<file path="src/rtl/core/csf_pkg.sv">
// ----------------------------------------------------------------------------
// csf_pkg
// Shared types, character codes and helper functions of the sentence formatter.
// ----------------------------------------------------------------------------
package csf_pkg;

  localparam int unsigned NUM_SLOTS = 14;

  localparam logic [13:0] VALUE_MAX = 14'd9999;
  localparam logic [23:0] TAG_RESET = 24'h494D55;

  localparam logic [7:0] CH_DOLLAR = 8'h24;
  localparam logic [7:0] CH_COMMA  = 8'h2C;
  localparam logic [7:0] CH_STAR   = 8'h2A;
  localparam logic [7:0] CH_CR     = 8'h0D;
  localparam logic [7:0] CH_LF     = 8'h0A;
  localparam logic [3:0] CH_DIGIT_HI = 4'h3;

  // Character positions of one item, in the order they are sent.
  typedef enum logic [3:0] {
    SLOT_DOLLAR = 4'd0,
    SLOT_TAG0   = 4'd1,
    SLOT_TAG1   = 4'd2,
    SLOT_TAG2   = 4'd3,
    SLOT_COMMA  = 4'd4,
    SLOT_D3     = 4'd5,
    SLOT_D2     = 4'd6,
    SLOT_D1     = 4'd7,
    SLOT_D0     = 4'd8,
    SLOT_STAR   = 4'd9,
    SLOT_HEXH   = 4'd10,
    SLOT_HEXL   = 4'd11,
    SLOT_CR     = 4'd12,
    SLOT_LF     = 4'd13
  } slot_t;

  typedef logic [NUM_SLOTS-1:0] slot_mask_t;

  // One item after decimal conversion.
  typedef struct packed {
    logic [3:0] d3;
    logic [3:0] d2;
    logic [3:0] d1;
    logic [3:0] d0;
    logic       first;
    logic       last;
  } desc_t;

  // Largest k in 0..9 with k * unit <= v; parallel compares only.
  function automatic logic [3:0] dec_digit(input logic [13:0] v, input logic [13:0] unit);
    logic [3:0] d;
    d = '0;
    for (int k = 1; k <= 9; k++) begin
      if (v >= 14'(k) * unit) begin
        d = 4'(k);
      end
    end
    return d;
  endfunction

  function automatic logic [7:0] hex_char(input logic [3:0] n);
    logic [7:0] c;
    if (n < 4'd10) begin
      c = {CH_DIGIT_HI, n};
    end else begin
      c = 8'h37 + {4'h0, n};
    end
    return c;
  endfunction

endpackage

</file>
<file path="src/rtl/core/checksummed_sentence_formatter.sv">
// An item goes through the input register, stage B, the serializer's item and mask
// registers and the output register. One character per cycle while out_stall is low,
// set by the single character output register; an item gives 2 to 14 characters, and
// items follow without gaps when ready. Reset (synchronous, active low) empties the
// pipeline, clears the checksum to zero and loads the tag register with "IMU".
// ----------------------------------------------------------------------------
// checksummed_sentence_formatter
// Formats sample values into an ASCII sentence with an XOR checksum trailer.
// ----------------------------------------------------------------------------
module checksummed_sentence_formatter import csf_pkg::*; (
  input  logic        clk,
  input  logic        rst_n,
  input  logic        cfg_valid,
  output logic        cfg_ready,
  input  logic [23:0] cfg_sentence_tag,
  input  logic        in_valid,
  output logic        in_stall,
  input  logic [13:0] in_sample_value,
  input  logic        in_first_value,
  input  logic        in_last_value,
  output logic        out_valid,
  input  logic        out_stall,
  output logic [7:0]  out_char,
  output logic        out_end_of_run
);

  logic [23:0] tag_r;
  logic        desc_valid;
  logic        desc_take;
  desc_t       desc;

  assign cfg_ready = 1'b1;

  always_ff @(posedge clk) begin
    if (!rst_n) begin
      tag_r <= TAG_RESET;
    end else if (cfg_valid && cfg_ready) begin
      tag_r <= cfg_sentence_tag;
    end
  end

  csf_bcd u_bcd (
    .clk             (clk),
    .rst_n           (rst_n),
    .in_valid        (in_valid),
    .in_stall        (in_stall),
    .in_sample_value (in_sample_value),
    .in_first_value  (in_first_value),
    .in_last_value   (in_last_value),
    .desc_valid      (desc_valid),
    .desc            (desc),
    .desc_take       (desc_take)
  );

  csf_serializer u_ser (
    .clk            (clk),
    .rst_n          (rst_n),
    .tag            (tag_r),
    .desc_valid     (desc_valid),
    .desc           (desc),
    .desc_take      (desc_take),
    .out_valid      (out_valid),
    .out_stall      (out_stall),
    .out_char       (out_char),
    .out_end_of_run (out_end_of_run)
  );

endmodule

</file>
<file path="src/rtl/core/csf_bcd.sv">
// ----------------------------------------------------------------------------
// csf_bcd
// Input register and two-stage decimal split of the saturated sample value.
// ----------------------------------------------------------------------------
module csf_bcd import csf_pkg::*; (
  input  logic        clk,
  input  logic        rst_n,
  input  logic        in_valid,
  output logic        in_stall,
  input  logic [13:0] in_sample_value,
  input  logic        in_first_value,
  input  logic        in_last_value,
  output logic        desc_valid,
  output desc_t       desc,
  input  logic        desc_take
);

  logic        a_valid_r;
  logic [13:0] a_value_r;
  logic        a_first_r;
  logic        a_last_r;

  logic        b_valid_r;
  logic [3:0]  b_d3_r;
  logic [3:0]  b_d2_r;
  logic [6:0]  b_rem_r;
  logic        b_first_r;
  logic        b_last_r;

  logic        a_en;
  logic        b_en;
  logic        in_take;
  logic [13:0] in_sat;
  logic [3:0]  d3;
  logic [3:0]  d2;
  logic [3:0]  d1;
  logic [13:0] r3_full;
  logic [9:0]  r3;
  logic [9:0]  r2_full;
  logic [6:0]  r1_full;

  assign b_en     = !b_valid_r || desc_take;
  assign a_en     = !a_valid_r || b_en;
  assign in_stall = !a_en;
  assign in_take  = in_valid && a_en;
  assign in_sat   = (in_sample_value > VALUE_MAX) ? VALUE_MAX : in_sample_value;

  // Thousands and hundreds between the input register and stage B.
  always_comb begin
    d3      = dec_digit(a_value_r, 14'd1000);
    r3_full = a_value_r - 14'(d3) * 14'd1000;
    r3      = r3_full[9:0];
    d2      = dec_digit({4'h0, r3}, 14'd100);
    r2_full = r3 - 10'(d2) * 10'd100;
  end

  // Tens and units after stage B.
  always_comb begin
    d1      = dec_digit({7'h00, b_rem_r}, 14'd10);
    r1_full = b_rem_r - 7'(d1) * 7'd10;
    desc.d3    = b_d3_r;
    desc.d2    = b_d2_r;
    desc.d1    = d1;
    desc.d0    = r1_full[3:0];
    desc.first = b_first_r;
    desc.last  = b_last_r;
  end

  assign desc_valid = b_valid_r;

  always_ff @(posedge clk) begin
    if (!rst_n) begin
      a_valid_r <= 1'b0;
      b_valid_r <= 1'b0;
    end else begin
      if (a_en) begin
        a_valid_r <= in_valid;
      end
      if (b_en) begin
        b_valid_r <= a_valid_r;
      end
    end
  end

  always_ff @(posedge clk) begin
    if (in_take) begin
      a_value_r <= in_sat;
      a_first_r <= in_first_value;
      a_last_r  <= in_last_value;
    end
    if (b_en && a_valid_r) begin
      b_d3_r    <= d3;
      b_d2_r    <= d2;
      b_rem_r   <= r2_full[6:0];
      b_first_r <= a_first_r;
      b_last_r  <= a_last_r;
    end
  end

endmodule

</file>
<file path="src/rtl/core/csf_serializer.sv">
// ----------------------------------------------------------------------------
// csf_serializer
// Sends the characters of one item, one per cycle unless stalled, and keeps the XOR checksum.
// ----------------------------------------------------------------------------
module csf_serializer import csf_pkg::*; (
  input  logic        clk,
  input  logic        rst_n,
  input  logic [23:0] tag,
  input  logic        desc_valid,
  input  desc_t       desc,
  output logic        desc_take,
  output logic        out_valid,
  input  logic        out_stall,
  output logic [7:0]  out_char,
  output logic        out_end_of_run
);

  slot_mask_t mask_r;
  slot_mask_t mask_nxt;
  desc_t      item_r;
  logic [7:0] xor_r;
  logic [7:0] xor_nxt;
  logic       out_valid_r;
  logic [7:0] out_char_r;
  logic       out_eor_r;

  slot_t      sel;
  slot_mask_t rest;
  slot_mask_t mask_new;
  logic       has;
  logic       out_free;
  logic       emit;
  logic       load;
  logic [7:0] ch;

  assign has      = |mask_r;
  assign out_free = !out_valid_r || !out_stall;
  assign emit     = has && out_free;

  // Lowest pending character position.
  always_comb begin
    sel = SLOT_LF;
    for (int i = NUM_SLOTS - 1; i >= 0; i--) begin
      if (mask_r[i]) begin
        sel = slot_t'(4'(i));
      end
    end
  end

  assign rest      = mask_r & ~(slot_mask_t'(1) << sel);
  assign desc_take = !has || (emit && (rest == '0));
  assign load      = desc_take && desc_valid;

  // Leading zeros are dropped; the units digit is always sent.
  always_comb begin
    mask_new = '0;
    mask_new[SLOT_DOLLAR] = desc.first;
    mask_new[SLOT_TAG0]   = desc.first;
    mask_new[SLOT_TAG1]   = desc.first;
    mask_new[SLOT_TAG2]   = desc.first;
    mask_new[SLOT_COMMA]  = 1'b1;
    mask_new[SLOT_D3]     = (desc.d3 != 4'h0);
    mask_new[SLOT_D2]     = (desc.d3 != 4'h0) || (desc.d2 != 4'h0);
    mask_new[SLOT_D1]     = (desc.d3 != 4'h0) || (desc.d2 != 4'h0) || (desc.d1 != 4'h0);
    mask_new[SLOT_D0]     = 1'b1;
    mask_new[SLOT_STAR]   = desc.last;
    mask_new[SLOT_HEXH]   = desc.last;
    mask_new[SLOT_HEXL]   = desc.last;
    mask_new[SLOT_CR]     = desc.last;
    mask_new[SLOT_LF]     = desc.last;
  end

  always_comb begin
    if (load) begin
      mask_nxt = mask_new;
    end else if (emit) begin
      mask_nxt = rest;
    end else begin
      mask_nxt = mask_r;
    end
  end

  // The trailer reads the checksum after every summed character has been folded in.
  always_comb begin
    xor_nxt = xor_r;
    case (sel)
      SLOT_DOLLAR: begin
        ch      = CH_DOLLAR;
        xor_nxt = 8'h00;
      end
      SLOT_TAG0: begin
        ch      = tag[23:16];
        xor_nxt = xor_r ^ ch;
      end
      SLOT_TAG1: begin
        ch      = tag[15:8];
        xor_nxt = xor_r ^ ch;
      end
      SLOT_TAG2: begin
        ch      = tag[7:0];
        xor_nxt = xor_r ^ ch;
      end
      SLOT_COMMA: begin
        ch      = CH_COMMA;
        xor_nxt = xor_r ^ ch;
      end
      SLOT_D3: begin
        ch      = {CH_DIGIT_HI, item_r.d3};
        xor_nxt = xor_r ^ ch;
      end
      SLOT_D2: begin
        ch      = {CH_DIGIT_HI, item_r.d2};
        xor_nxt = xor_r ^ ch;
      end
      SLOT_D1: begin
        ch      = {CH_DIGIT_HI, item_r.d1};
        xor_nxt = xor_r ^ ch;
      end
      SLOT_D0: begin
        ch      = {CH_DIGIT_HI, item_r.d0};
        xor_nxt = xor_r ^ ch;
      end
      SLOT_STAR: ch = CH_STAR;
      SLOT_HEXH: ch = hex_char(xor_r[7:4]);
      SLOT_HEXL: ch = hex_char(xor_r[3:0]);
      SLOT_CR:   ch = CH_CR;
      SLOT_LF:   ch = CH_LF;
      default:   ch = CH_LF;
    endcase
  end

  always_ff @(posedge clk) begin
    if (!rst_n) begin
      mask_r      <= '0;
      xor_r       <= 8'h00;
      out_valid_r <= 1'b0;
    end else begin
      mask_r <= mask_nxt;
      if (emit) begin
        xor_r       <= xor_nxt;
        out_valid_r <= 1'b1;
      end else if (out_free) begin
        out_valid_r <= 1'b0;
      end
    end
  end

  always_ff @(posedge clk) begin
    if (load) begin
      item_r <= desc;
    end
    if (emit) begin
      out_char_r <= ch;
      out_eor_r  <= (rest == '0);
    end
  end

  assign out_valid      = out_valid_r;
  assign out_char       = out_char_r;
  assign out_end_of_run = out_eor_r;

endmodule

</file>
<file path="config.mk">
export PLATFORM = sky130hd
export DESIGN_NAME = checksummed_sentence_formatter
export DESIGN_NICKNAME = d
export VERILOG_FILES = /design/src/rtl/core/csf_pkg.sv /design/src/rtl/core/checksummed_sentence_formatter.sv /design/src/rtl/core/csf_bcd.sv /design/src/rtl/core/csf_serializer.sv
export SDC_FILE = /design/constraint.sdc
export NUM_CORES = 1
export LEC_CHECK = 0
export ABC_AREA = 1
export BUFFER_PORTS_ARGS = -buffer_cell sky130_fd_sc_hd__buf_4
export CORE_MARGIN = 4
export CORE_UTILIZATION = 55
export DETAILED_ROUTE_END_ITERATION = 16
export PLACE_DENSITY = 0.85
export SLEW_MARGIN = 20
export SYNTH_ARGS = -nofsm -noshare
export SYNTH_HDL_FRONTEND = slang
export SYNTH_SLANG_ARGS = --single-unit
</file>
<file path="constraint.sdc">
create_clock -name clk -period 11.2 [get_ports clk]
set_input_delay 3.36 -clock clk [delete_from_list [all_inputs] [get_ports clk]]
set_output_delay 3.36 -clock clk [all_outputs]
set_load 0.005 [all_outputs]
</file>
# ---- After elaboration in Yosys (flattened, before gate mapping)
# Cells that the tools add are included.
dict set report word_totals {
  ff_bits 107
  word_cells 160
  out_inout_bits 12
  inputBits 45
}
dict set report op_classes {
  n_reduce_logical 29
  n_lt_le_gt_ge 30
  mux 48
  bitwise 11
  multipliers 3
  shift 1
  n_addsub 5
  eq_ne 12
}
# operator count
set op_table {}
lappend op_table {{8-bit case mux with 13 select lines} 1}
lappend op_table {{8-bit case mux with 9 select lines} 1}
lappend op_table {{14-bit by 13-bit >= comparator with 1-bit output, second input constant} 4}
lappend op_table {{4-bit two-way mux} 14}
lappend op_table {{3-bit two-way mux} 16}
lappend op_table {{10-bit >= comparator, second input constant} 4}
lappend op_table {{8-bit by 6-bit bitwise XOR with 8-bit output} 4}
lappend op_table {{10-bit by 9-bit >= comparator with 1-bit output, second input constant} 3}
lappend op_table {{14-bit by 12-bit >= comparator with 1-bit output, second input constant} 2}
lappend op_table {{14-bit two-way mux} 2}
lappend op_table {{8-bit bitwise XOR} 3}
lappend op_table {{7-bit by 6-bit >= comparator with 1-bit output, second input constant} 3}
lappend op_table {{7-bit >= comparator, second input constant} 3}
lappend op_table {{4-bit equality test, second input constant} 5}
lappend op_table {{4-bit by 3-bit equality test with 1-bit output, second input constant} 4}
lappend op_table {{8-bit two-way mux} 2}
lappend op_table {{6-bit by 4-bit adder with 7-bit output, first input constant} 2}
lappend op_table {{14-bit bitwise AND} 1}
lappend op_table {{14-bit by 10-bit >= comparator with 1-bit output, second input constant} 1}
lappend op_table {{14-bit by 11-bit >= comparator with 1-bit output, second input constant} 1}
lappend op_table {{14-bit >= comparator, second input constant} 1}
lappend op_table {{7-bit by 5-bit >= comparator with 1-bit output, second input constant} 2}
lappend op_table {{14-bit greater-than comparator, second input constant} 1}
lappend op_table {{14-bit zero test} 1}
lappend op_table {{29 further kinds} 58}

# ---- Depth between registers and ports, before layout
dict set report depth {
  word_depth 24
  mapped_depth 46
  mapped_depth_nobuf 46
}

# ---- Hierarchy
# Synthesis repeated with hierarchy kept, for this count alone.
dict set report hier_totals {
  cells_unflattened 897
  area_unflattened_um2 6900.4
}
# mod cells_each area_each_um2 seq_area_each_um2 n_inst
set modules_own_cells {}
lappend modules_own_cells {csf_serializer 433 3211.8 1211.2 1}
lappend modules_own_cells {csf_bcd 332 2742.6 1031.0 1}
lappend modules_own_cells {checksummed_sentence_formatter 132 945.9 480.5 1}

# ---- Worst setup path before layout
# OpenSTA, ideal clock, no wires.
dict set report synth_timing {
  path_kind {in2out}
  startpoint {input port out_stall}
  endpoint {output port in_stall}
  required_time_ns 7.840
  setup_slack_ns 3.554
  arrival_ns 4.286
  cell_stages 8
  n_path_buf 0
  cell_sequence {nand2_1 nand2_1 inv_1 nand3_2 nand2_4 inv_1 nand3_1 inv_1}
}
dict set report synth_via {
  elab_chain_len 8
}
# item line_no
set synth_lines {}
lappend synth_lines {{start: declaration} checksummed_sentence_formatter.sv:22} ;# input logic out_stall,
lappend synth_lines {{1-bit zero test} csf_serializer.sv:37} ;# assign out_free = !out_valid_r || !out_stall;
lappend synth_lines {{1-bit logical OR} csf_serializer.sv:37}
lappend synth_lines {{1-bit logical AND} csf_serializer.sv:38} ;# assign emit = has && out_free;
lappend synth_lines {{named net u_ser.emit} csf_serializer.sv:32} ;# logic emit;
lappend synth_lines {{1-bit logical AND} csf_serializer.sv:51} ;# assign desc_take = !has || (emit && (rest == '0));
lappend synth_lines {{1-bit logical OR} csf_serializer.sv:51}
lappend synth_lines {{1-bit logical OR} csf_bcd.sv:42} ;# assign b_en = !b_valid_r || desc_take;
lappend synth_lines {{1-bit logical OR} csf_bcd.sv:43} ;# assign a_en = !a_valid_r || b_en;
lappend synth_lines {{1-bit zero test} csf_bcd.sv:44} ;# assign in_stall = !a_en;
lappend synth_lines {{end: declaration} checksummed_sentence_formatter.sv:17} ;# output logic in_stall,
# The timed path passes the listed nets, and every way through them passes these cells.

# ---- Worst setup path after layout
# Ends and elaborated chain as after synthesis.

==> results.py <==
metrics = {
    "timing": {
        "tightest_slew_ns": 0.869,
        "fin_crit_ns": 8.46,
        "setup_tns_ns": 0,
        "post-route-period-util": 0.755,
        "drv_slew": 0,
        "fmax_ghz": 0.118,
        "layout_setup_ws_ns": 2.74,
        "fin_skew_ns": 0.00726,
        "rsz0062_at_grt": "no",
        "hold_viol": 0,
        "finalSetupViolCount": 0,
        "slew-limit-headroom": 0.406,
    },
    "finish": {
        "n_antenna_cell": 0,
        "drive_gt1_frac": 0.120,
        "nets": 978,
        "register_area_um2": 2720,
        "multiInputGateArea_um2": 3180,
        "fillers": 960,
        "areaGrowthSynthToFinish_pct": 12.6,
        "finalNonFillerCells": 1053,
        "fin_util": 0.637,
    },
    "clock_tree": {
        "cts_root_buf": "clkbuf_16",
        "post-cts-setup-buffer-count": 0,
        "cts.clk_slew.worst_paths_ns": 0.07,
        "clock_sinks": 107,
        "cts.path.max_buffers": 2,
        "cts_buffers": 9,
        "htreeDepth": 3,
        "worst_skew_pair.late_latency_ns": 0.35,
        "cts_hold_buf": 0,
        "cts_tree": "yes",
        "cts_resized": 0,
    },
    "setup_path": {
        "critPathMaxFanout": 14,
        "cp.required_ns": 7.84,
        "reg2regPathDepth": 37,
        "r2r-end": "u_bcd.b_rem_r[6]$_DFFE_PP_",
        "timing.critical_path.arrival_ns": 5.10,
        "path_class": "in2out",
        "r2r_start": "u_bcd.a_value_r[6]$_SDFFCE_PN0P_",
        "endpoint_kind": "primary output",
        "start_kind": "input pin",
        "reg2reg_setup_slack_ns": 4.76,
    },
    "floorplan": {
        "die_area_um2": 13600,
        "num_rows": 39,
        "chipHeight_um": 117,
        "die_x_um": 117,
        "start_util": 0.566,
        "core_area_um2": 11500,
        "ioPinCount": 57,
    },
    "yosys": {
        "async_reset_ff_frac": 0,
        "yosysWarnings": 0,
        "synth_top_area_share": 0.269,
        "synthXorXnorAreaFrac": 0.0230,
        "synth-main-ff-cell": "edfxtp_1",
        "synthSimpleGateAreaFrac": 0.277,
        "synth_compound_area_frac": 0.127,
        "yosysMostFrequentCell": "nand2_1",
        "synthAdderAreaFrac": 0.0621,
        "synth_common_cells": "nand2_1 (212), inv_1 (130), nor2_1 (83), nand3_1 (63), edfxtp_1 (58)",
        "synth_edf_count": 58,
        "avgSynthCellArea_um2": 7.60,
        "synth_mux_area_frac": 0,
        "seq_area_frac_synth": 0.420,
        "synth_top_family_by_area": "simple AND/OR/NAND/NOR gates",
        "netlist_area_um2": 6480,
        "synth_area_leaders": "edfxtp_1 (27%), dfxtp_1 (15%), nand2_1 (12%)",
        "synth_cells": 853,
        "synth_fp_nets": 926,
        "synth_cell_types": 52,
        "ys_ff_latch": 107,
        "yosys.area.top_type": "edfxtp_1",
    },
    "placed_design": {
        "place_ws_ns": 2.79,
        "place_inst": 1037,
        "numPortBuffers": 55,
        "gp_congestion": 0.974,
        "hpwl_um": 11300,
    },
    "status": {
        "status": "finished, final reports clean",
    },
    "global_routing": {
        "grt_max_degree": 37,
        "antenna_found_initial": 0,
        "grt.total_usage": 0.224,
        "grt_pass1_wl_um": 24400,
        "grt_pass1_vias": 5429,
        "overflow": 0,
    },
    "min_path": {
        "min_from": "u_bcd.a_value_r[1]$_SDFFCE_PN1P_",
        "hold_class": "reg2reg",
        "holdPathStages": 0,
        "hold_end": "u_bcd.b_rem_r[1]$_DFFE_PP_",
    },
    "route": {
        "dr.pass1.iters": 5,
        "drc": 0,
        "drtAntennaViolNets": 0,
        "wl_per_cell_um": 13.9,
        "vias_per_cell": 5.51,
        "wl_um": 14600,
        "vias": 5800,
        "drt_iter0_drc": 498,
    },
    "flow_run": {
        "drv_cap": 0,
    },
}
==> per-layer routing <==
metal  GRT usage  part of all wire  vias up  wire (µm)
li1            -                 -     2902          -
met1       0.278              0.41     2656       6010
met2       0.387              0.50      205       7360
met3      0.0415             0.064       37        936
met4      0.0864             0.023        0        332
met5           0                 0        -          0
==> final cells by class <==
class	count	share of cell area
well taps	143	0.0245
clock inverters	6	0.00891
flip-flops and latches	107	0.373
repair buffers	55	0.0565
clock buffers	10	0.0314
inverters	137	0.0706
multi-input cells	595	0.435
==> state kept, by name, indices dropped and copies added (netlist names), 7 cells and up <==
signal,flops
u_bcd.a_value_r,14
u_ser.out_char,8
tag_r,24
u_bcd.b_rem_r,7
u_ser.xor_r,8
u_ser.item_r,16
u_ser.mask_r,14
==> cells in the final DEF (no fill, tap or decap), drive strengths merged, types with 5 or more instances in the layout <==
master and instances:
xnor2 5, a21oi 46, or2 9, buf 55, clkbuf 10, dfxtp 49
nand3 67, nor4 6, o21ai 56, nand4 9, xor2 12, inv 136
fa 7, nor2 91, edfxtp 58, o2111ai 8, ha 21, o211ai 5
clkinv 6, nand2 222
==> critical path, stage by stage <==
cell and delay (ns):
buf_4 0.11, nand2_1 0.07, nand2_1 0.34, inv_1 0.54
nand3_2 0.17, nand2_4 0.12, inv_1 0.07, nand3_1 0.13
inv_1 0.05, buf_4 0.13
==> through the flow <==
stage	cell area, µm²	hold WS (ns)
after floorplan	6480	0.400
after global placement	7010	0.402
after detailed placement	7010	0.406
after CTS	7300	0.428
after global routing	7300	0.445
final	7300	0.426
==> cell families after synthesis <==
group | after synthesis
adder cells (fa/ha/maj) | 28
buffers and inverters | 151
other | 1
AO/OA/AOI/OAI | 138
XOR/XNOR | 17
AND/OR/NAND/NOR | 411
flip-flops | 107
==> worst max-delay path by stage <==
stage                         start       end  slack [ns]
after floorplan           out_stall  in_stall        3.55
after global placement    out_stall  in_stall        2.86
after detailed placement  out_stall  in_stall        2.79
after CTS                 out_stall  in_stall        2.76
after global routing      out_stall  in_stall        2.62
final                     out_stall  in_stall        2.74
Power is left out: the tool's default activity adds up to more than one toggle a clock period on the data nets, which glitch-free logic cannot reach.
